<file path="config.mk">
export PLATFORM = sky130hd
export DESIGN_NAME = spc_distance
export DESIGN_NICKNAME = d
export VERILOG_FILES = /design/src/rtl/core/spc_pkg.sv /design/src/rtl/core/spc_distance.sv
export SDC_FILE = /design/constraint.sdc
export NUM_CORES = 1
export LEC_CHECK = 0
export BUFFER_PORTS_ARGS = -buffer_cell sky130_fd_sc_hd__buf_4
export CAP_MARGIN = 10
export CORE_MARGIN = 10
export CORE_UTILIZATION = 40
export CTS_CLUSTER_SIZE = 16
export DETAILED_ROUTE_END_ITERATION = 6
export GPL_ROUTABILITY_DRIVEN = 1
export GPL_TIMING_DRIVEN = 0
export MAX_ROUTING_LAYER = met4
export SLEW_MARGIN = 20
export SYNTH_ARGS = -nofsm -noshare
export SYNTH_HDL_FRONTEND = slang
export SYNTH_SLANG_ARGS = --single-unit
</file>
<file path="constraint.sdc">
create_clock -name clk -period 10.71 [get_ports clk]
set_input_delay 2.6775 -clock clk [delete_from_list [all_inputs] [get_ports clk]]
set_output_delay 2.6775 -clock clk [all_outputs]
set_load 0.02 [all_outputs]
</file>
<file path="src/rtl/core/spc_pkg.sv">
// ---------------------------------------------------------------------------
// spc_pkg: shared types and constants of the skin pixel classifier
// Pixel and result payloads, configuration set, stage link and the fixed
// coefficients of the elliptical skin-colour model.
// ---------------------------------------------------------------------------
package spc_pkg;

	localparam int REG_INDEX_W = 8;
	localparam int CFG_DATA_W  = 18;
	localparam int DIST_W      = 18;

	// ellipse rotation: u = (819*cr - 614*cb)/32 + 51, v = (819*cr + 614*cb)/32 + 77
	localparam int ROT_CR_K    = 819;
	localparam int ROT_CB_K    = 614;
	localparam int ROT_SHIFT   = 5;
	localparam int ROT_BIAS    = (1 << ROT_SHIFT) - 1;
	localparam int U_OFFSET    = 51;
	localparam int V_OFFSET    = 77;

	// axis scaling: x = u*41/1024, y = v*73/1024
	localparam int X_SCALE     = 41;
	localparam int Y_SCALE     = 73;
	localparam int SCALE_SHIFT = 10;
	localparam int SCALE_BIAS  = (1 << SCALE_SHIFT) - 1;

	localparam int DIST_MAX    = (1 << DIST_W) - 1;

	typedef enum logic [REG_INDEX_W-1:0] {
		REG_CB_CENTER    = 8'd0,
		REG_CR_CENTER    = 8'd1,
		REG_LUMA_SPLIT   = 8'd2,
		REG_DARK_LIMIT   = 8'd3,
		REG_BRIGHT_LIMIT = 8'd4,
		REG_WHITE_LEVEL  = 8'd5,
		REG_WHITE_SPREAD = 8'd6
	} reg_index_t;

	typedef struct packed {
		logic [7:0] luma;
		logic [7:0] chroma_red;
		logic [7:0] chroma_blue;
		logic [7:0] blue;
		logic [7:0] green;
		logic [7:0] red;
	} pixel_t;

	typedef struct packed {
		logic              is_skin;
		logic [DIST_W-1:0] ellipse_distance;
	} result_t;

	typedef struct packed {
		logic [7:0]        cb_center;
		logic [7:0]        cr_center;
		logic [7:0]        luma_split;
		logic [DIST_W-1:0] dark_limit;
		logic [DIST_W-1:0] bright_limit;
		logic [7:0]        white_level;
		logic [7:0]        white_spread;
	} cfg_t;

	// rotated coordinates plus side flags, between rotation and distance parts
	typedef struct packed {
		logic               valid;
		logic signed [14:0] u;
		logic signed [14:0] v;
		logic               dark;
		logic               white;
	} rot_t;

endpackage

</file>
<file path="src/rtl/core/spc_distance.sv">
// ---------------------------------------------------------------------------
// spc_distance: axis scaling, squared distance and decision (stages 3 to 5)
// Stage 3 scales u and v, stage 4 squares them, stage 5 sums, tests against
// the selected limit and white flag, saturates, holds result for the sink.
// ---------------------------------------------------------------------------
module spc_distance (
	input  logic             clk,
	input  logic             arst_n,
	input  spc_pkg::cfg_t    cfg,
	input  spc_pkg::rot_t    rot,
	output logic             rot_ready,
	output logic             res_valid,
	output spc_pkg::result_t res_data,
	input  logic             res_ready
);

	logic               valid_s3;
	logic signed [9:0]  x_s3;
	logic signed [10:0] y_s3;
	logic               dark_s3;
	logic               white_s3;

	logic               valid_s4;
	logic [17:0]        xsq_s4;
	logic [19:0]        ysq_s4;
	logic               dark_s4;
	logic               white_s4;

	logic               valid_s5;
	spc_pkg::result_t   res_s5;

	logic               en_s3;
	logic               en_s4;
	logic               en_s5;

	logic signed [19:0] ux;
	logic signed [20:0] vy;
	logic signed [19:0] x_w;
	logic signed [20:0] y_w;
	logic [19:0]        d;
	logic [19:0]        limit;

	assign en_s5     = !valid_s5 || res_ready;
	assign en_s4     = !valid_s4 || en_s5;
	assign en_s3     = !valid_s3 || en_s4;
	assign rot_ready = en_s3;
	assign res_valid = valid_s5;
	assign res_data  = res_s5;

	always_comb begin
		ux  = 20'(rot.u) * 20'(spc_pkg::X_SCALE);
		vy  = 21'(rot.v) * 21'(spc_pkg::Y_SCALE);
		x_w = (ux + (ux[19] ? 20'(spc_pkg::SCALE_BIAS) : 20'sd0)) >>> spc_pkg::SCALE_SHIFT;
		y_w = (vy + (vy[20] ? 21'(spc_pkg::SCALE_BIAS) : 21'sd0)) >>> spc_pkg::SCALE_SHIFT;
	end

	// compare at full width; the limits never exceed the saturated range
	always_comb begin
		d     = 20'(xsq_s4) + ysq_s4;
		limit = dark_s4 ? 20'(cfg.dark_limit) : 20'(cfg.bright_limit);
	end

	always_ff @(posedge clk or negedge arst_n) begin
		if (!arst_n) begin
			valid_s3 <= 1'b0;
			valid_s4 <= 1'b0;
			valid_s5 <= 1'b0;
		end else begin
			if (en_s3)
				valid_s3 <= rot.valid;
			if (en_s4)
				valid_s4 <= valid_s3;
			if (en_s5)
				valid_s5 <= valid_s4;
		end
	end

	always_ff @(posedge clk) begin
		if (en_s3) begin
			x_s3     <= 10'(x_w);
			y_s3     <= 11'(y_w);
			dark_s3  <= rot.dark;
			white_s3 <= rot.white;
		end
		if (en_s4) begin
			xsq_s4   <= 18'(19'(x_s3) * 19'(x_s3));
			ysq_s4   <= 20'(21'(y_s3) * 21'(y_s3));
			dark_s4  <= dark_s3;
			white_s4 <= white_s3;
		end
		if (en_s5) begin
			res_s5.is_skin <= (d < limit) && !white_s4;
			res_s5.ellipse_distance <= (d > 20'(spc_pkg::DIST_MAX)) ?
				spc_pkg::DIST_W'(spc_pkg::DIST_MAX) : spc_pkg::DIST_W'(d);
		end
	end

endmodule
</file>
==> impl_summary.log, run 1 <==
[metrics] final layout net count: between 2k and 2.5k
[metrics] sequential cell area: 0.00248 mm2
[metrics] count leader, synth: sky130_fd_sc_hd__inv_1
[metrics] final estimated routing congestion in global placement: ~0.86
[metrics] area growth from synthesis to layout: 11.1%
[metrics] flip-flop and latch count after synthesis: 83
[metrics] Syn. warnings: 0
[metrics] synth cell count leaders: 357 x sky130_fd_sc_hd__inv_1, 214 x sky130_fd_sc_hd__ha_1, 192 x sky130_fd_sc_hd__fa_1
[metrics] r2r setup slk: roughly 5 ns
[metrics] final critical path time including I/O delays and setup: 7.46 ns
[metrics] die outline height: 211 um
[metrics] Netlist cell types: 67
[metrics] via total after detailed routing: 9,768
[metrics] violation count after the first detailed-routing iteration: about 350
[metrics] Die Footprint: 0.0443 mm2
[metrics] cell type contributing the most total cell area after synthesis: sky130_fd_sc_hd__fa_1
[metrics] # DRC: 0
[metrics] Starting Density: 40.7%
[metrics] Primary FF master, synth: sky130_fd_sc_hd__edfxtp_1
[metrics] mux share of post-synthesis cell area: under 10%
[metrics] maximum clock insertion buffer count: 2
[metrics] worst setup path category: in -> reg
[metrics] placed wire-length estimate: 25,200 um
[metrics] Top Ports: 133
[metrics] DIE WIDTH: 211 um
[metrics] maximum number of pins on one net before global-route repair: 21
[metrics] post-route insts no fill: 2,066
[metrics] Via-to-Cell Ratio: 4.73
[metrics] CP Capture Type: flip-flop
[metrics] fraction of the mapped netlist area in compound gates: 7.67%
[metrics] combinational family with the most area after synthesis: adder cells
[metrics] dominant cells by area after synthesis: sky130_fd_sc_hd__fa_1 26%, sky130_fd_sc_hd__ha_1 18%, sky130_fd_sc_hd__edfxtp_1 17%
[metrics] maximum fanout encountered on the critical timing path: 8
[metrics] maxcap violations: 0
[metrics] data arrival time of the critical path: 7.56 ns
[metrics] worst reg2reg path depth: 19
[metrics] clock latency of the later-clocked register in the worst-skew pair: between 0.3 and 0.4 ns
[metrics] hold crit path type: reg -> reg
[metrics] total nets after synthesis: 2,012
[metrics] Hold Startpoint: dark_s3
[metrics] status: completed
[metrics] Reg2Reg Capture Point: xsq_s4[17]
[metrics] Cells after Synth: 1,494
[metrics] Avg Cell Area, Syn: 9.72 um2
[metrics] number of placement rows: 69
[metrics] setup fix buffers added after clock tree synthesis: 0
[metrics] Synth Area in Adders: 44.9%
[metrics] post-detailed-route count of antenna-violating nets: 0
[metrics] number of optimization iterations in the first detailed-route pass: 4
[metrics] final setup fails: 0
[metrics] area of the multi-input gates: 0.0106 mm2
[metrics] final-layout fill cell count: 3,385
[metrics] fraction of layout cells with a size suffix above 1: between 8 and 9%
[metrics] number of cells on the worst hold path: 0
[metrics] DP Cell Count: slightly above 2k
[metrics] xor and xnor fraction of the mapped netlist area: 7.21%
[metrics] Startpoint Class: input pin
[metrics] setup clock skew after layout: 0.00978 ns
[metrics] CORE AREA: 0.0357 mm2
[metrics] quantity of I/O buffers inserted on ports: 92
[metrics] number of gates resized after CTS: 0
[metrics] EDFF count, synth: 80
[metrics] Clock Root Buffer: sky130_fd_sc_hd__clkbuf_16
[metrics] required time worst endpoint: 10.81 ns
[metrics] final antenna diode count: 0
[metrics] number of global-route vias before repair: 10.6k
[metrics] Tot GR Track Use: 13.9%
[metrics] final hold violations: 0
[metrics] global-route wire length before repair: about 50,000 um
[metrics] initial antenna violation count: 0
[metrics] fin. max-slew vios: 0
[metrics] cts hold-fix bufs: 0
[metrics] sequential cell area fraction in the yosys report: between 10% and 20%
[metrics] post-synthesis instance area: 0.0145 mm2
[metrics] clock transition at the register clock pins on the worst setup and hold paths after CTS: 0.07 ns
[metrics] DR WL/cell: 13.8 um
[metrics] Yosys top cell area share: 26.5%
[metrics] clock tree from TritonCTS: yes
[metrics] normalized max-slew margin: 53.3%
[metrics] asr flop ratio synth: 3.61%
[metrics] highest clock frequency the design can meet: 134 MHz
[metrics] H-Tree Level Count: 3
[metrics] setup repair after global routing missed its margin: false
[metrics] sum of negative setup slack: 0 ns
[metrics] clock buffer count from CTS: 9
[metrics] simple-gate portion of the synthesized area: roughly 11%
[metrics] CTS Sinks: 83
[metrics] final WL: 28,600 um
[metrics] Hold EP: dark_s4
[metrics] overall overflow remaining after global route: 0
[metrics] startpoint of the worst-slack reg-to-reg timing path: x_s3[3]
[metrics] period utilization: 69.6%
[metrics] Least-Margin Pin Slew: 0.701 ns
worst max path at each step:
stage | cells after the start | start | slack, ns | end
after floorplan | 21 | rot[24] | 3.56 | x_s3[3]
after CTS | 22 | rot[24] | 3.24 | x_s3[3]
final | 22 | rot[24] | 3.25 | x_s3[3]
after detailed placement | 22 | rot[24] | 2.88 | x_s3[3]
after global placement | 22 | rot[24] | 2.89 | x_s3[3]
after global routing | 22 | rot[24] | 2.93 | x_s3[3]
worst max-delay path, stage by stage:
cell and delay (ns):
sky130_fd_sc_hd__buf_4 0.13, sky130_fd_sc_hd__ha_1 0.29, sky130_fd_sc_hd__ha_1 0.28, sky130_fd_sc_hd__inv_1 0.05, sky130_fd_sc_hd__fa_1 0.49, sky130_fd_sc_hd__inv_1 0.04, sky130_fd_sc_hd__ha_1 0.27, sky130_fd_sc_hd__buf_2 0.17
sky130_fd_sc_hd__a21o_1 0.19, sky130_fd_sc_hd__a21oi_1 0.26, sky130_fd_sc_hd__o31ai_2 0.13, sky130_fd_sc_hd__a21oi_2 0.29, sky130_fd_sc_hd__mux2i_4 0.45, sky130_fd_sc_hd__ha_1 0.31, sky130_fd_sc_hd__a21oi_1 0.21, sky130_fd_sc_hd__nand4b_1 0.12
sky130_fd_sc_hd__a211oi_1 0.29, sky130_fd_sc_hd__o21ai_1 0.20, sky130_fd_sc_hd__o211ai_4 0.19, sky130_fd_sc_hd__o311ai_1 0.14, sky130_fd_sc_hd__a211oi_1 0.28, sky130_fd_sc_hd__xnor2_1 0.09
per-stage QoR:
| step | worst slack, ns | hold WS, ns | cell area (um2) | util (%) |
|---|---|---|---|---|
| 6_report | 3.25 | 0.424 | 16100 | 45.2 |
| 5_1_grt | 2.93 | 0.447 | 16100 | 45.2 |
| 4_1_cts | 3.24 | 0.426 | 16100 | 45.2 |
| 3_5_place_dp | 2.88 | 0.409 | 15800 | 44.4 |
| 3_3_place_gp | 2.89 | 0.404 | 15800 | 44.3 |
| 2_1_floorplan | 3.56 | 0.400 | 14500 | - |
sequential cells by signal, summed over array words and instances, names as in the netlist:
name,count
valid_s4,1
valid_s3,1
res_data,19
dark_s3,1
dark_s4,1
white_s4,1
xsq_s4,17
res_valid,1
x_s3,10
y_s3,11
ysq_s4,19
white_s3,1
placed cells by master (no fill, tap or decap), types with 5 or more instances in the layout:
| master | instances |
|---|---|
| sky130_fd_sc_hd__nor2b_1 | 20 |
| sky130_fd_sc_hd__fa_1 | 192 |
| sky130_fd_sc_hd__buf_4 | 92 |
| sky130_fd_sc_hd__and3_1 | 7 |
| sky130_fd_sc_hd__mux2i_1 | 21 |
| sky130_fd_sc_hd__inv_1 | 357 |
| sky130_fd_sc_hd__nand2_1 | 81 |
| sky130_fd_sc_hd__nor3_1 | 20 |
| sky130_fd_sc_hd__nand2b_1 | 29 |
| sky130_fd_sc_hd__o21ai_0 | 16 |
| sky130_fd_sc_hd__a211oi_1 | 5 |
| sky130_fd_sc_hd__nand4b_1 | 5 |
| sky130_fd_sc_hd__a21o_1 | 20 |
| sky130_fd_sc_hd__nand3_1 | 16 |
| sky130_fd_sc_hd__xor2_1 | 31 |
| sky130_fd_sc_hd__nand4_1 | 10 |
| sky130_fd_sc_hd__and2_1 | 50 |
| sky130_fd_sc_hd__nor2_1 | 56 |
| sky130_fd_sc_hd__clkbuf_16 | 9 |
| sky130_fd_sc_hd__ha_1 | 214 |
| sky130_fd_sc_hd__a21oi_1 | 46 |
| sky130_fd_sc_hd__o21ai_1 | 6 |
| sky130_fd_sc_hd__clkbuf_1 | 27 |
| sky130_fd_sc_hd__edfxtp_1 | 80 |
| sky130_fd_sc_hd__or3_1 | 6 |
| sky130_fd_sc_hd__o21bai_1 | 8 |
| sky130_fd_sc_hd__xnor2_1 | 86 |
| sky130_fd_sc_hd__o21a_1 | 9 |
cell type report:
cell class,instances,share of cell area [%]
plain buffers,30,0.721
clock buffers,9,1.40
clock inverters,7,0.450
inverters,357,8.31
multi-input cells,1024,65.7
flip-flops and latches,83,15.4
well taps,461,3.58
repair buffers,95,4.51
metal layers:
layer	GRT usage, %	wire [um]
met5	-	0
met4	2.72	305
met3	2.39	1410
met2	22.3	12800
met1	18.3	14100
kinds of logic after synthesis:
| family | Yosys count |
|---|---|
| AND/OR/NAND/NOR | 314 |
| XOR/XNOR | 118 |
| flip-flops | 83 |
| buffers and inverters | 387 |
| AO/OA/AOI/OAI | 160 |
| adder cells (fa/ha/maj) | 406 |
| multiplexers | 26 |
Power of run 1 is not shown: default switching activity piles up to over one toggle a cycle in this logic, so the estimate is an artifact.
==> inputs of run 2 (changes only) <==
- clock period: 10.71 -> 6.1 ns (I/O delays scaled with it)
==> impl_summary.log, run 2 (synthesis results as in run 1) <==
[metrics] status: completed
[metrics] maximum number of pins on one net before global-route repair: 21
[metrics] most used cells in the layout excluding fill and tap cells: 356 x sky130_fd_sc_hd__inv_1, 208 x sky130_fd_sc_hd__ha_1, 192 x sky130_fd_sc_hd__fa_1
[metrics] CP max-delay cell: sky130_fd_sc_hd__fa_1
[metrics] required time worst endpoint: between 6 and 7 ns
[metrics] series of cell instances along the critical path: buf_4 > ha_1 > ha_1 > inv_1 > fa_1 > inv_1 > ha_2 > o21ai_1 > o211a_1 > o31ai_2 > a21oi_2 > mux2i_4 > buf_4 > buf_4 > ha_1 > nand2_1 > nor3_1 > o2111a_2 > o211ai_4 > o311ai_2 > a211oi_2 > xnor2_1
[metrics] clock latency of the later-clocked register in the worst-skew pair: ~0.35 ns
[metrics] maximum fanout encountered on the critical timing path: 7
[metrics] most frequent standard cell in the layout excluding fill and tap cells: sky130_fd_sc_hd__inv_1
[metrics] number of global-route vias before repair: 10.6k
[metrics] maximum clock insertion buffer count: 2
[metrics] highest clock frequency the design can meet: about 170 MHz
[metrics] final-layout fill cell count: 3,386
[metrics] final setup fails: 0
[metrics] Starting Density: 40.7%
[metrics] CP Capture Type: flip-flop
[metrics] maximum single-stage delay on the critical path: 0.50 ns
[metrics] r2r setup slk: 0.39 ns
[metrics] final estimated routing congestion in global placement: 0.858
[metrics] DIE WIDTH: 211 um
[metrics] Via-to-Cell Ratio: 4.74
[metrics] initial antenna violation count: 0
[metrics] setup clock skew after layout: just under 0.01 ns
[metrics] normalized max-slew margin: between 50% and 60%
[metrics] CORE AREA: 0.0357 mm2
[metrics] clock transition at the register clock pins on the worst setup and hold paths after CTS: 0.07 ns
[metrics] hold crit path type: reg -> reg
[metrics] fraction of layout cells with a size suffix above 1: 10.2%
[metrics] violation count after the first detailed-routing iteration: 338
[metrics] sum of negative setup slack: 0 ns
[metrics] period utilization: 96.2%
[metrics] clock buffer count from CTS: 9
[metrics] Die Footprint: 0.0443 mm2
[metrics] final cell area excluding filler cells: ~0.016 mm2
[metrics] Startpoint Class: input pin
[metrics] Least-Margin Pin Slew: 0.701 ns
[metrics] Top Ports: between 100 and 150
[metrics] data arrival time of the critical path: 5.97 ns
[metrics] quantity of I/O buffers inserted on ports: 92
[metrics] H-Tree Level Count: 3
[metrics] smallest hold slack: 0.424 ns
[metrics] final critical path time including I/O delays and setup: slightly below 6 ns
[metrics] area growth from synthesis to layout: 12.0%
[metrics] placed wire-length estimate: 25,200 um
[metrics] worst setup path category: in -> reg
[metrics] share of the core filled with cells in the final layout: 45.6%
[metrics] # DRC: 0
[metrics] global-route wire length before repair: 50,100 um
[metrics] final WL: 28,700 um
[metrics] number of optimization iterations in the first detailed-route pass: 4
[metrics] overall overflow remaining after global route: 0
[metrics] cts hold-fix bufs: 0
[metrics] final layout net count: 2,124
[metrics] via total after detailed routing: ~9.8k
[metrics] Clock Root Buffer: sky130_fd_sc_hd__clkbuf_16
[metrics] number of placement rows: 69
[metrics] DR WL/cell: 13.9 um
[metrics] final antenna diode count: 0
[metrics] maxcap violations: 0
[metrics] fin. max-slew vios: 0
[metrics] final hold violations: 0
[metrics] CP delay by family, top: adder cells
[metrics] Tot GR Track Use: roughly 14%
[metrics] clock tree from TritonCTS: yes
[metrics] die outline height: 211 um
[metrics] WP buf/inv: 5
[metrics] post-detailed-route count of antenna-violating nets: 0
[metrics] cell area after placement: ~0.016 mm2
[metrics] CTS Sinks: 83
## run 2: worst paths after layout
path,from,end,cells past startpoint
min in group asynchronous,arst_n,valid_s3,1
worst min register to register,dark_s3,dark_s4,0
worst min-delay path,dark_s3,dark_s4,0
worst max-delay path,rot[19],x_s3[3],22
worst max register to register,x_s3[3],xsq_s4[17],19
max in group asynchronous,arst_n,res_valid,1
## run 2: cell type report
cell class | instances | area [um2] | share of cell area [%]
flip-flops and latches | 83 | 2480 | 15.2
plain buffers | 27 | 104 | 0.638
inverters | 357 | 1340 | 8.24
repair buffers | 104 | 796 | 4.89
clock buffers | 9 | 225 | 1.38
well taps | 461 | 577 | 3.55
multi-input cells | 1024 | 10700 | 65.6
clock inverters | 7 | 72.6 | 0.446
## run 2: layer usage
metal / vias up / track usage, % / wire [um]
li1: 5010 / - / -
met1: 4647 / 18.3 / 14200
met2: 144 / 22.4 / 12900
met3: 18 / 2.39 / 1370
met4: 0 / 2.72 / 305
met5: - / - / 0
## run 2: what timing repair did
action	in CTS	in global routing
endpoints found under the hold margin	0	0
pin swaps	1	12
buffers inserted	2	7
setup endpoints to repair	13	14
gates resized for setup	3	17
## run 2: through the flow
step | setup WS (ns) | std cells
global route | -0.0237 | 2072
global placement | -0.563 | 2047
CTS | 0.00507 | 2066
finish | 0.232 | 2072
detailed placement | -0.577 | 2050
floorplan | 0.101 | 1494
Power of run 2 is left out for the same reason.
