--- src/rtl/core/spc_pkg.sv ---
// ---------------------------------------------------------------------------
// spc_pkg: shared types and constants of the skin pixel classifier
// Pixel and result payloads, configuration set, stage link and the fixed
// coefficients of the elliptical skin-colour model.
// ---------------------------------------------------------------------------
package spc_pkg;

	localparam int REG_INDEX_W = 8;
	localparam int CFG_DATA_W  = 18;
	localparam int DIST_W      = 18;

	// ellipse rotation: u = (819*cr - 614*cb)/32 + 51, v = (819*cr + 614*cb)/32 + 77
	localparam int ROT_CR_K    = 819;
	localparam int ROT_CB_K    = 614;
	localparam int ROT_SHIFT   = 5;
	localparam int ROT_BIAS    = (1 << ROT_SHIFT) - 1;
	localparam int U_OFFSET    = 51;
	localparam int V_OFFSET    = 77;

	// axis scaling: x = u*41/1024, y = v*73/1024
	localparam int X_SCALE     = 41;
	localparam int Y_SCALE     = 73;
	localparam int SCALE_SHIFT = 10;
	localparam int SCALE_BIAS  = (1 << SCALE_SHIFT) - 1;

	localparam int DIST_MAX    = (1 << DIST_W) - 1;

	typedef enum logic [REG_INDEX_W-1:0] {
		REG_CB_CENTER    = 8'd0,
		REG_CR_CENTER    = 8'd1,
		REG_LUMA_SPLIT   = 8'd2,
		REG_DARK_LIMIT   = 8'd3,
		REG_BRIGHT_LIMIT = 8'd4,
		REG_WHITE_LEVEL  = 8'd5,
		REG_WHITE_SPREAD = 8'd6
	} reg_index_t;

	typedef struct packed {
		logic [7:0] luma;
		logic [7:0] chroma_red;
		logic [7:0] chroma_blue;
		logic [7:0] blue;
		logic [7:0] green;
		logic [7:0] red;
	} pixel_t;

	typedef struct packed {
		logic              is_skin;
		logic [DIST_W-1:0] ellipse_distance;
	} result_t;

	typedef struct packed {
		logic [7:0]        cb_center;
		logic [7:0]        cr_center;
		logic [7:0]        luma_split;
		logic [DIST_W-1:0] dark_limit;
		logic [DIST_W-1:0] bright_limit;
		logic [7:0]        white_level;
		logic [7:0]        white_spread;
	} cfg_t;

	// rotated coordinates plus side flags, between rotation and distance parts
	typedef struct packed {
		logic               valid;
		logic signed [14:0] u;
		logic signed [14:0] v;
		logic               dark;
		logic               white;
	} rot_t;

endpackage

--- src/rtl/core/spc_rotate.sv ---
// ---------------------------------------------------------------------------
// spc_rotate: chroma centring and ellipse rotation (stages 1 and 2)
// Stage 1 centres Cr/Cb and forms the constant products plus the white and
// luma flags; stage 2 combines them into truncated u and v.
// ---------------------------------------------------------------------------
module spc_rotate (
	input  logic            clk,
	input  logic            arst_n,
	input  spc_pkg::cfg_t   cfg,
	input  logic            pix_valid,
	input  spc_pkg::pixel_t pix_data,
	output logic            pix_ready,
	output spc_pkg::rot_t   rot_s2,
	input  logic            rot_ready
);

	function automatic logic [7:0] abs_diff(input logic [7:0] a, input logic [7:0] b);
		abs_diff = (a > b) ? a - b : b - a;
	endfunction

	logic               valid_s1;
	logic signed [18:0] p_cr_s1;
	logic signed [18:0] p_cb_s1;
	logic               dark_s1;
	logic               white_s1;

	logic               valid_s2;
	logic signed [14:0] u_s2;
	logic signed [14:0] v_s2;
	logic               dark_s2;
	logic               white_s2;

	logic               en_s1;
	logic               en_s2;

	logic signed [8:0]  cr_c;
	logic signed [8:0]  cb_c;
	logic               white_w;
	logic signed [19:0] sum_u;
	logic signed [19:0] sum_v;
	logic signed [19:0] div_u;
	logic signed [19:0] div_v;

	assign en_s2     = !valid_s2 || rot_ready;
	assign en_s1     = !valid_s1 || en_s2;
	assign pix_ready = en_s1;
	assign rot_s2    = '{valid: valid_s2, u: u_s2, v: v_s2, dark: dark_s2, white: white_s2};

	always_comb begin
		cr_c = $signed({1'b0, pix_data.chroma_red}) - $signed({1'b0, cfg.cr_center});
		cb_c = $signed({1'b0, pix_data.chroma_blue}) - $signed({1'b0, cfg.cb_center});
		white_w = (pix_data.blue > cfg.white_level) && (pix_data.green > cfg.white_level) &&
			(pix_data.red > cfg.white_level) &&
			(abs_diff(pix_data.blue, pix_data.green) <= cfg.white_spread) &&
			(abs_diff(pix_data.blue, pix_data.red) <= cfg.white_spread) &&
			(abs_diff(pix_data.green, pix_data.red) <= cfg.white_spread);
	end

	// truncate toward zero: bias negative sums before the arithmetic shift
	always_comb begin
		sum_u = 20'(p_cr_s1) - 20'(p_cb_s1);
		sum_v = 20'(p_cr_s1) + 20'(p_cb_s1);
		div_u = (sum_u + (sum_u[19] ? 20'(spc_pkg::ROT_BIAS) : 20'sd0)) >>> spc_pkg::ROT_SHIFT;
		div_v = (sum_v + (sum_v[19] ? 20'(spc_pkg::ROT_BIAS) : 20'sd0)) >>> spc_pkg::ROT_SHIFT;
	end

	always_ff @(posedge clk or negedge arst_n) begin
		if (!arst_n) begin
			valid_s1 <= 1'b0;
			valid_s2 <= 1'b0;
		end else begin
			if (en_s1)
				valid_s1 <= pix_valid;
			if (en_s2)
				valid_s2 <= valid_s1;
		end
	end

	always_ff @(posedge clk) begin
		if (en_s1) begin
			p_cr_s1  <= 19'(cr_c) * 19'(spc_pkg::ROT_CR_K);
			p_cb_s1  <= 19'(cb_c) * 19'(spc_pkg::ROT_CB_K);
			dark_s1  <= pix_data.luma < cfg.luma_split;
			white_s1 <= white_w;
		end
		if (en_s2) begin
			u_s2     <= 15'(div_u) + 15'(spc_pkg::U_OFFSET);
			v_s2     <= 15'(div_v) + 15'(spc_pkg::V_OFFSET);
			dark_s2  <= dark_s1;
			white_s2 <= white_s1;
		end
	end

endmodule

--- config.mk ---
export PLATFORM = sky130hd
export DESIGN_NAME = spc_rotate
export DESIGN_NICKNAME = d
export VERILOG_FILES = /design/src/rtl/core/spc_pkg.sv /design/src/rtl/core/spc_rotate.sv
export SDC_FILE = /design/constraint.sdc
export NUM_CORES = 1
export LEC_CHECK = 0
export BUFFER_PORTS_ARGS = -buffer_cell sky130_fd_sc_hd__buf_2
export CAP_MARGIN = 20
export CORE_UTILIZATION = 40
export CTS_CLUSTER_SIZE = 14
export DETAILED_ROUTE_END_ITERATION = 12
export GPL_ROUTABILITY_DRIVEN = 1
export SLEW_MARGIN = 20
export SYNTH_ARGS = -nofsm -noshare
export SYNTH_HDL_FRONTEND = slang
export SYNTH_SLANG_ARGS = --single-unit
--- constraint.sdc ---
create_clock -name clk -period 6 [get_ports clk]
set_input_delay 0.9 -clock clk [delete_from_list [all_inputs] [get_ports clk]]
set_output_delay 0.9 -clock clk [all_outputs]
set_load 0.005 [all_outputs]
==> impl_summary.md, run 1 <==
Outcome
The run finished with clean final reports.

Route
Wires add up to 32.2 mm. The number of remaining DRC errors is 0. The number of iterations in the first detailed-routing pass is 6. The routed via count is 10900. The post-route antenna net violation count is 0. The routed length per instance is 15.8 um. In the routed layout, each cell is associated on average with a via count of 5.32. The DRC marker count from the first detailed-route iteration is 482.

Yosys
Measured against the total synthesized area, the mux share comes to 0.0117. The number of nets handed over by synthesis was 1890. The area share of fa/ha/maj cells after synthesis is 0.334.

The share of synthesized flip-flops with an asynchronous set or reset is 0.0274. For this run, the leading register cell type out of synthesis is sky130_fd_sc_hd__edfxtp_1. Of the total synthesized cell area, the portion taken by AND, OR, NAND and NOR gates is 0.155. Counting flops and latches in the post-synthesis netlist gives 73. In the synthesized netlist, the number of instances is 1449. The area share of xor/xnor cells in the synthesized design is 0.0696.

The Yosys step of the flow raised 0 warnings. By area, the combinational part of the netlist is dominated by adder cells. The number of flops mapped to enable cells by yosys is 71. The area fraction in compound gates after synthesis is 0.184.

The count of distinct cell types in the synthesized netlist is 89. For this run, the register share of the synthesized area comes to 0.172. The mean instance size in the synthesized netlist is 8.77 um2.

The cell area that synthesis handed to floorplanning was 12700 um2.

Clock tree
TritonCTS created 9 clock buffers. Clock-pin slew was measured on the worst setup and hold paths at 0.06 ns. Clock tree synthesis selected as its root buffer the cell sky130_fd_sc_hd__clkbuf_16. The tree built by TritonCTS fans out to 73 sinks. The insertion delay of the later-clocked pin in the worst-skew pair is 0.35 ns.

The H-tree generated during clock tree synthesis spans 3 levels. The deepest clock path buffer count is 2. The CTS tree is yes. The count of hold-fix buffers inserted at cts is 0.

STA
Static timing analysis puts the maximum clock frequency at 0.171 GHz. The number of setup violations in the final report is 0. Setup repair after global routing could not meet its margin everywhere. In the finished design, the share of the clock period the worst path needs comes to 0.975.

The clock arrives with 0.0128 ns of skew. For the pin with the worst max-slew slack, the measured transition is 0.895 ns. The number of hold-slack violations in the final timing report is 0. After layout, the minimum clock period comes to 5.85 ns. In this run the tightest slew margin relative to its limit is 0.403. The count of pins over their slew limit is 0.

Die
162 I/O pins were placed. Measured along the y axis, the die boundary spans 180 um. The die outline width is 180 um. In this run the standard cell core region covers 30900 um2.

For this configuration, the core starts out at a cell density of 0.411. The site row count is 64. The total die area is 32500 um2.

Global route
The aggregate global routing overflow is 0. The wire length of the first global-routing pass is 53.4 mm. The initial antenna violation count came to 0. Entering global routing, the biggest net connects 42 pins. The via count of the first global-routing pass came to 10800. For this run, the total global-route usage over all layers was measured as 0.202.

Worst setup path
Data arrives at the worst endpoint at 5.93 ns. For flop-to-flop paths, the worst setup slack is 1.01 ns. The category of the worst setup path capture point is a register. The startpoint-to-endpoint class of the critical path is input port to register.

The endpoint identified for the worst register-to-register timing path is v_s2[14]. The maximum cell stage delay along the critical path is 0.53 ns. By instance count, the cell type seen most on the critical path is sky130_fd_sc_hd__a21oi_2.

Among all stages on the critical path, the largest delay is contributed by sky130_fd_sc_hd__fa_2. The depth of the most critical reg-to-reg path is 18. The required time at the endpoint of the critical path is 6.08 ns. The reg-to-reg critical path startpoint is p_cr_s1[3]. The startpoint type of the worst setup path is an input port.

Along the worst path, the maximum fanout reaches 3.

Layout
For this run, the post-layout net count is 2081. The finished cells cover 15100 um2. The top cell types in the final layout, fill and taps aside, are sky130_fd_sc_hd__ha_1 (248), sky130_fd_sc_hd__inv_1 (192), sky130_fd_sc_hd__buf_2 (122), sky130_fd_sc_hd__buf_4 (93). The share of final-layout standard cells stronger than drive strength 1 is 0.212. Relative to the synthesized area, the layout overhead comes to 18.8%. Leaving out fill and tap cells, the most frequent cell in the layout is sky130_fd_sc_hd__ha_1.

The number of antenna cells inserted is 0.

Worst hold path
The min-delay analysis places its worst path in the category input port to asynchronous set/reset pin.

Run
The tool flagged a number of max-cap violations equal to 0.

Placement
At the end of routability-driven placement, the weighted congestion stood at 0.899. The half-perimeter wire length of the detailed placement result is 27.3 mm. The total of buffers placed on input and output ports is 125.

The instance area at placement is 14500 um2.
[registers in the layout (all words and copies together), names as in the netlist]
name and cells:
valid_s1 1, u_s2 15, white_s1 1, dark_s1 1
p_cb_s1 18, white_s2 1, p_cr_s1 19, dark_s2 1
v_s2 15, valid_s2 1
[worst max-delay path, delay by kind of cell]
family	cells	cell delay, ns
buffers and inverters	6	0.31
XOR/XNOR	2	0.28
adder cells (fa/ha/maj)	8	2.49
AO/OA/AOI/OAI	10	1.88
AND/OR/NAND/NOR	1	0.06
[cells by family after synthesis]
logic type / count (synthesis)
buffers and inverters: 243
adder cells (fa/ha/maj): 313
AO/OA/AOI/OAI: 342
multiplexers: 14
flip-flops: 73
XOR/XNOR: 101
AND/OR/NAND/NOR: 363
[stage by stage]
step	setup TNS, ns	hold WS [ns]	instances	setup slack [ns]	util
after detailed placement	-2.44	0.425	2020	-0.419	0.471
after global placement	-2.11	0.402	2020	-0.364	0.471
after CTS	-0.00128	0.301	2036	-0.00128	0.479
after floorplan	-0.102	0.400	1449	-0.102	-
after global routing	-0.271	0.303	2041	-0.0968	0.489
final	0	0.316	2041	0.149	0.489
[metal layers]
layer,global-route usage,wire length (um),vias to the layer above
met1,0.266,15300,5070
met3,0.0220,1000,33
li1,-,-,5554
met4,0.0537,540,0
met2,0.351,15300,194
met5,0,0,-
[cell usage after synthesis, types with 4 or more instances]
master / n / area (um2)
sky130_fd_sc_hd__a31oi_1: 10 / 62.6
sky130_fd_sc_hd__mux2_2: 7 / 78.8
sky130_fd_sc_hd__nand3_1: 21 / 105
sky130_fd_sc_hd__a21o_1: 29 / 218
sky130_fd_sc_hd__nor3b_1: 5 / 37.5
sky130_fd_sc_hd__ha_1: 269 / 3370
sky130_fd_sc_hd__nand2b_1: 32 / 200
sky130_fd_sc_hd__and3_1: 15 / 93.8
sky130_fd_sc_hd__nor2b_1: 27 / 169
sky130_fd_sc_hd__nor2_1: 78 / 293
sky130_fd_sc_hd__a21oi_1: 92 / 460
sky130_fd_sc_hd__xnor2_1: 71 / 622
sky130_fd_sc_hd__nand3b_1: 4 / 30.0
sky130_fd_sc_hd__o211ai_1: 9 / 67.6
sky130_fd_sc_hd__or2_2: 9 / 56.3
sky130_fd_sc_hd__and2_1: 10 / 62.6
sky130_fd_sc_hd__edfxtp_1: 71 / 2130
sky130_fd_sc_hd__clkbuf_1: 26 / 97.6
sky130_fd_sc_hd__nor4_1: 14 / 87.6
sky130_fd_sc_hd__a2111oi_0: 8 / 70.1
sky130_fd_sc_hd__o21a_1: 25 / 188
sky130_fd_sc_hd__o21ai_1: 4 / 20.0
sky130_fd_sc_hd__a21boi_0: 7 / 52.6
sky130_fd_sc_hd__buf_2: 6 / 30.0
sky130_fd_sc_hd__fa_1: 44 / 881
sky130_fd_sc_hd__nor3_1: 27 / 135
sky130_fd_sc_hd__nand2_1: 56 / 210
sky130_fd_sc_hd__a211oi_1: 16 / 120
sky130_fd_sc_hd__or3_1: 9 / 56.3
sky130_fd_sc_hd__o31ai_1: 7 / 52.6
sky130_fd_sc_hd__a211o_1: 7 / 61.3
sky130_fd_sc_hd__o21ai_0: 59 / 295
sky130_fd_sc_hd__mux2i_1: 7 / 70.1
sky130_fd_sc_hd__o31a_1: 5 / 43.8
sky130_fd_sc_hd__inv_1: 204 / 766
sky130_fd_sc_hd__xor2_1: 30 / 263
sky130_fd_sc_hd__o21bai_1: 12 / 90.1
sky130_fd_sc_hd__nand4_1: 32 / 200
sky130_fd_sc_hd__o311ai_0: 6 / 52.6
[what timing repair did]
action | in CTS | in global routing
pin swaps | 2 | 53
setup buffers | 0 | 5
endpoints found under the setup margin | 3 | 9
resized for setup | 2 | 54
[layout make-up]
type | count | area, um2
clock inverters | 5 | 32.5
flip-flops and latches | 73 | 2180
fillers | 2957 | 15800
clock buffers | 11 | 233
multi-input cells | 1133 | 10000
repair buffers | 219 | 1350
inverters | 204 | 781
well taps | 396 | 495
[how the worst max path moves through the flow]
stage	from	endpoint	depth (start not counted)
after global placement	cfg[61]	p_cr_s1[17]	29
final	pix_data[24]	p_cb_s1[17]	27
after CTS	cfg[61]	p_cr_s1[17]	29
after detailed placement	cfg[61]	p_cr_s1[17]	29
after floorplan	pix_data[24]	p_cb_s1[18]	25
after global routing	cfg[61]	p_cr_s1[17]	29
Power of run 1 is left out: the tool's default activity adds up to more than one toggle a clock period on the data nets, which glitch-free logic cannot reach.
==> run 2, diff against run 1 <==
==> constraint.sdc (replaced) <==
create_clock -name clk -period 6 [get_ports clk]
set_input_delay 0.3 -clock clk [delete_from_list [all_inputs] [get_ports clk]]
set_output_delay 0.3 -clock clk [all_outputs]
set_load 0.005 [all_outputs]
==> run 2 against run 1 <==
  * Non-clock buffer count decreased by 64
  * Sequential cell count unchanged
  * Clock skew decreased by 0.0045 ns
  * Core utilization decreased by 2.8 points
  * Sequential share of layout area increased by 0.87 points
  * Via count decreased by 2.1%
  * Final cell count decreased by 3.1%
  * Cell area decreased by 5.7%
==> impl_summary.md, run 2 (same netlist as run 1, synthesis figures left out) <==
Worst hold path
The number of cells on the worst hold path is 2. The min-delay analysis places its worst path in the category input port to register. The endpoint with the worst hold slack is valid_s1.

The worst hold path begins at pix_valid.

Route
The number of iterations in the first detailed-routing pass was 7 (+1). The final routed wirelength across all metal layers is 31.2 mm (-2.9%). The number of remaining DRC errors came to 0 (unchanged). The routed length per instance is 15.8 um (+0.27%). The routed via count is 10600 (-2.1%). The number of vias per cell was 5.37 (+1.0%). The post-route antenna net violation count is 0 (unchanged). The DRC marker count from the first detailed-route iteration was 545 (+13%).

Clock tree
The number of sinks handled by clock tree synthesis is 73 (unchanged). The post-CTS setup buffer count was 0 (unchanged). The level count of the clock H-tree was 3 (unchanged).

The insertion delay of the later-clocked pin in the worst-skew pair was 0.35 ns (about the same). The CTS tree is yes. The deepest clock path buffer count is 2 (unchanged). The clock buffer count from CTS was 9 (unchanged). The clock-pin slew on the worst setup and hold paths is 0.06 ns (about the same). The tree is rooted in a sky130_fd_sc_hd__clkbuf_16.

Layout
In the layout the commonest cells are sky130_fd_sc_hd__ha_1 (269), sky130_fd_sc_hd__inv_1 (204), sky130_fd_sc_hd__buf_2 (125), sky130_fd_sc_hd__a21oi_1 (90), sky130_fd_sc_hd__nor2_1 (78). The share of final-layout standard cells stronger than drive strength 1 came to 0.137 (-0.0749). The largest registers in the layout are p_cr_s1: 19 flops, p_cb_s1: 18 flops. The register cell area after layout is 2180 um2 (unchanged). The number of nets in the layout is 2017 (-3.1%). The register ranked first by flip-flop count is p_cr_s1. The area occupied by multi-input gates is 9620 um2 (-4.0%).

The final-layout fill cell count is 3040 (+2.8%). Leaving out fill and tap cells, the most frequent cell in the layout is sky130_fd_sc_hd__ha_1. From synthesis to final layout, the design area changed by 12.1%. The flip-flop count of the largest register after layout is 19 (unchanged). The number of antenna cells inserted is 0 (unchanged).

Worst setup path
STA classifies the critical path endpoint as a register. The worst setup path is launched from an input port. The depth of the most critical reg-to-reg path is 18 (unchanged). The cell family with the largest share of critical-path delay is adder cells. The maximum cell stage delay along the critical path is 0.54 ns (about the same).

The required time at the endpoint of the critical path is 6.10 ns (+0.02 ns). The largest fanout on the critical path is 4 (+1). The sum of buffers and inverters on the critical path was 4 (-2). The most common cell type on the critical path is sky130_fd_sc_hd__ha_1. The data arrival time at the worst-slack endpoint is 5.69 ns (-0.24 ns). The endpoint identified for the worst register-to-register timing path is v_s2[14]. The most critical setup path has its startpoint at cfg[61].

The startpoint-to-endpoint class of the critical path is input port to register. The setup slack on the worst flop-to-flop path came to 1.01 ns (about the same). The cell at the slowest stage of the critical path is sky130_fd_sc_hd__fa_1. In this run the critical register-to-register path is launched from p_cr_s1[3].

STA
The final cycle utilization of the critical path is 0.933 (-0.0425). The number of setup violations in the final report is 0 (unchanged). The count of pins over their slew limit is 0 (unchanged). The sum of negative setup slack is 0 ns (unchanged).

The highest clock frequency the design can meet is 0.179 GHz (+4.6%). The post-layout minimum cycle time is 5.60 ns (-0.255 ns). The headroom to the max-slew limit is 0.396 (-0.00717). The slew of the pin with the lowest slew margin is 0.906 ns (+0.0108 ns). The number of hold-slack violations in the final timing report is 0 (unchanged). The setup skew after layout is 0.00837 ns (-0.00447 ns).

Global route
The combined global-route utilization of all metal layers is 0.193 (-0.00943). The largest net degree at the start of global routing was 42 (unchanged). The aggregate global routing overflow is 0 (unchanged). The via count of the first global-routing pass was 10200 (-5.4%). The wire length of the first global-routing pass is 51.2 mm (-4.2%). The initial antenna violation count is 0 (unchanged).

Die
The starting density of the core is 0.411 (unchanged). The area inside the core boundary is 30900 um2 (unchanged). The I/O pin count is 162 (unchanged). The site row count came to 64 (unchanged). The die outline width is 180 um (unchanged).

The die extent in y is 180 um (unchanged). The total die area came to 32500 um2 (unchanged).

Placement
The half-perimeter wire length of the detailed placement result is 26.3 mm (-3.5%). The final RePlAce weighted congestion was 0.908 (+0.97%). The total of buffers placed on input and output ports is 125 (unchanged).

Run
The reported max-cap violation count was 0 (unchanged).

Outcome
The run finished with clean final reports.
==> run 2: cell types whose count changed in the layout (fill, tap and decap cells not counted), moves of 4 or more <==
| cell | change |
|---|---|
| sky130_fd_sc_hd__buf_4 | -64 |
| sky130_fd_sc_hd__ha_1 | +21 |
| sky130_fd_sc_hd__ha_4 | -19 |
| sky130_fd_sc_hd__a21oi_1 | +12 |
| sky130_fd_sc_hd__a21oi_2 | -12 |
| sky130_fd_sc_hd__inv_1 | +12 |
| sky130_fd_sc_hd__inv_2 | -10 |
| sky130_fd_sc_hd__fa_1 | +8 |
| sky130_fd_sc_hd__fa_2 | -8 |
| sky130_fd_sc_hd__o21ai_0 | +7 |
| sky130_fd_sc_hd__buf_6 | -4 |
| sky130_fd_sc_hd__o21ai_2 | -4 |
| sky130_fd_sc_hd__xnor2_1 | +4 |
==> run 2: timing repair <==
action	in CTS	in global routing
endpoints found under the hold margin	2	0
hold buffers	1	0
endpoints found under the setup margin	0	6
resized for setup	0	8
==> run 2: layer usage <==
metal,up-vias,share of wire,GRT usage
met5,-,0,0
met4,0,0.015,0.0475
met3,34,0.048,0.0200
met2,248,0.44,0.315
met1,4921,0.49,0.272
li1,5418,-,-
==> run 2: metrics by stage <==
stage | instances | area, um2 | hold slack [ns] | worst slack (ns) | util
floorplan | 1449 | 12700 | 0.00441 | 0.179 | -
global placement | 1960 | 13900 | 0.0874 | -0.00695 | 0.449
detailed placement | 1960 | 13900 | 0.0904 | -0.0557 | 0.449
CTS | 1977 | 14200 | 0.133 | 0.291 | 0.460
global route | 1977 | 14200 | 0.155 | -0.00248 | 0.461
finish | 1977 | 14200 | 0.138 | 0.405 | 0.461
==> run 2: worst max path at each step <==
stage	cells past startpoint	slack, ns	to
2_1_floorplan	25	0.18	p_cb_s1[18]
3_3_place_gp	30	-0.007	p_cr_s1[17]
3_5_place_dp	27	-0.06	p_cr_s1[18]
4_1_cts	30	0.29	p_cr_s1[17]
5_1_grt	30	-0.002	p_cr_s1[17]
6_report	26	0.40	p_cr_s1[18]
==> run 2: area by class of cell <==
| cell class | instances | share of cell area |
|---|---|---|
| Inverter | 204 | 0.0538 |
| Clock buffer | 9 | 0.0158 |
| Sequential cell | 73 | 0.153 |
| Clock inverter | 7 | 0.00712 |
| Tap cell | 396 | 0.0348 |
| Multi-Input combinational cell | 1133 | 0.675 |
| Timing Repair Buffer | 155 | 0.0599 |
Power of run 2 is left out for the same reason.
==> run 3, diff against run 2 <==
Settings changed: PLACE_DENSITY_LB_ADDON set to 0.3.
==> run 3 against run 2 <==
  * Critical path depth is 2 higher
  * Clock skew is 0.0015 ns lower
  * Setup slack better by 0.0026 ns
  * Critical path type unchanged
  * Sequential share of layout area hardly changed
  * Core utilization hardly changed
  * Register-to-register slack better by 0.05 ns
  * Hold slack better by 0.0090 ns
  * First-iteration DRC count is 9.2% lower
  * Final cell count is 0.10% higher
==> impl_summary.md, run 3 (same netlist as run 1, synthesis figures left out) <==
Worst hold path
The startpoint of the lowest-slack hold path is pix_valid. The tightest min-delay check is of the input port to register type.

Worst setup path
Tracing the worst setup path back leads to its startpoint at pix_data[24]. The largest fanout on the critical path is 2 (-2). The cell at the slowest stage of the critical path is sky130_fd_sc_hd__fa_1. The maximum cell stage delay along the critical path is 0.53 ns (about the same). The required time at the endpoint of the critical path is 6.09 ns (about the same).

The startpoint-to-endpoint class of the critical path is input port to register. The startpoint type of the worst setup path is an input port. The data arrival time at the worst-slack endpoint is 5.68 ns (about the same). The category of the worst setup path capture point is a register. In this run the critical register-to-register path is launched from p_cr_s1[3].

Global route
The initial antenna violation count is 0 (unchanged). The global routing met3 resource utilization is 0.0315 (+0.0115). The combined global-route utilization of all metal layers was 0.189 (-0.00371). The most used routing layer in global routing is met2. The via count of the first global-routing pass is 10300 (+1.0%). The largest net degree at the start of global routing is 42 (unchanged). The fraction of met1 tracks used by global routing is 0.257 (-0.0147). The met2 usage came to 0.316 (+0.000930).

The wire length of the first global-routing pass is 50.3 mm (-1.7%). The aggregate global routing overflow is 0 (unchanged).

Die
The I/O pin count came to 162 (unchanged). The site row count is 64 (unchanged). The die extent in y is 180 um (unchanged).

The area inside the core boundary was 30900 um2 (unchanged). The die outline width came to 180 um (unchanged). The starting density of the core came to 0.411 (unchanged). The total die area was 32500 um2 (unchanged).

Route
The number of iterations in the first detailed-routing pass was 5 (-2). The final routed wirelength across all metal layers came to 30.9 mm (-1.2%). The DRC marker count from the first detailed-route iteration is 495 (-9.2%). The post-route antenna net violation count came to 0 (unchanged). The number of remaining DRC errors is 0 (unchanged). The routed via count is 10700 (+0.72%). The number of vias per cell was 5.41 (+0.61%).

The routed length per instance was 15.6 um (-1.3%).

STA
Setup repair after global routing left no endpoint under its margin. The headroom to the max-slew limit came to 0.376 (-0.0197). The highest clock frequency the design can meet is 0.179 GHz (about the same). The worst hold slack is 0.147 ns (+0.00895 ns). The slew of the pin with the lowest slew margin is 0.935 ns (+0.0295 ns). The number of setup violations in the final report came to 0 (unchanged). The final cycle utilization of the critical path came to 0.932 (about the same).

The post-layout minimum cycle time is 5.59 ns (-0.00262 ns). The setup skew after layout was 0.00689 ns (-0.00147 ns). The count of pins over their slew limit is 0 (unchanged).

The number of hold-slack violations in the final timing report is 0 (unchanged).

Placement
The instance area at placement was 13900 um2 (+0.11%). The final RePlAce weighted congestion is 0.942 (+3.8%). The half-perimeter wire length of the detailed placement result is 26.3 mm (-0.22%).

The total of buffers placed on input and output ports was 125 (unchanged).

Run
The reported max-cap violation count is 0 (unchanged).

Layout
The share of the core filled with cells in the final layout is 0.461 (about the same). The area added between synthesis and finish came to 12.1% (about the same). The post-layout instance area is 14300 um2 (about the same). The flip-flop count of the largest register after layout was 19 (unchanged). The largest registers in the layout are p_cr_s1: 19 flops, p_cb_s1: 18 flops. The most common library cell in the layout ignoring fill and taps is sky130_fd_sc_hd__ha_1.

The number of antenna cells inserted is 0 (unchanged). Leaving out fill and tap cells, the most frequent cells in the layout are sky130_fd_sc_hd__ha_1 (269), sky130_fd_sc_hd__inv_1 (204), sky130_fd_sc_hd__buf_2 (125), sky130_fd_sc_hd__a21oi_1 (90), sky130_fd_sc_hd__nor2_1 (78). The final-layout fill cell count is 3004 (-1.2%). The register ranked first by flip-flop count is p_cr_s1. The share of final-layout standard cells stronger than drive strength 1 came to 0.138 (+0.000458).

The number of nets in the layout is 2019 (+0.099%).

Clock tree
Clock tree synthesis selected as its root buffer the cell sky130_fd_sc_hd__clkbuf_16. The level count of the clock H-tree is 3 (unchanged). The post-CTS setup buffer count is 0 (unchanged). The CTS tree is yes. The insertion delay of the later-clocked pin in the worst-skew pair is 0.34 ns (about the same). The number of sinks handled by clock tree synthesis is 73 (unchanged).

The deepest clock path buffer count came to 2 (unchanged). The clock-pin slew on the worst setup and hold paths is 0.06 ns (about the same). The clock buffer count from CTS is 9 (unchanged).

Outcome
The flow ran to the end, and the final reports show no timing, DRC or antenna violations.
==> run 3: timing repair <==
item                                   in CTS  in global routing
resized for setup                           0                  8
endpoints found under the hold margin       2                  0
setup endpoints to repair                   0                  4
hold buffers                                1                  0
==> run 3: metrics by stage <==
stage / instances / TNS (ns) / worst slack [ns]
4_1_cts: 1979 / 0 / 0.241
2_1_floorplan: 1449 / 0 / 0.179
5_1_grt: 1979 / 0 / 0.0161
3_5_place_dp: 1962 / -0.192 / -0.107
6_report: 1979 / 0 / 0.407
3_3_place_gp: 1962 / 0 / 0.0118
==> run 3: cell type report <==
| type | instances | area [um2] | area share |
|---|---|---|---|
| Multi-Input combinational cell | 1133 | 9620 | 0.675 |
| Sequential cell | 73 | 2180 | 0.153 |
| Timing Repair Buffer | 157 | 868 | 0.0609 |
| Inverter | 204 | 766 | 0.0537 |
| Tap cell | 396 | 495 | 0.0348 |
| Clock buffer | 9 | 225 | 0.0158 |
| Clock inverter | 7 | 93.8 | 0.00658 |
==> run 3: path summary, 6_finish.rpt <==
path | cells past startpoint | endpoint | slack [ns]
setup reg to reg | 18 | v_s2[14] | 1.06
max in group asynchronous | 2 | valid_s1 | 5.61
setup / recovery | 28 | p_cb_s1[18] | 0.41
hold reg to reg | 0 | dark_s2 | 0.42
hold / removal | 2 | valid_s1 | 0.15
min in group asynchronous | 2 | valid_s1 | 0.29
==> run 3: metal layers <==
layer | wire [um] | part of all wire
met5 | 0 | 0
met3 | 1730 | 0.056
met4 | 355 | 0.012
met1 | 14800 | 0.48
met2 | 14000 | 0.45
==> run 3: critical path: cells and delay by family <==
family,cells,cell delay (ns)
buf+inv,6,0.34
xor+xnor,2,0.24
fa+ha+maj,8,2.70
compound gates,11,2.01
simple gates,1,0.07
Power of run 3 is left out for the same reason.
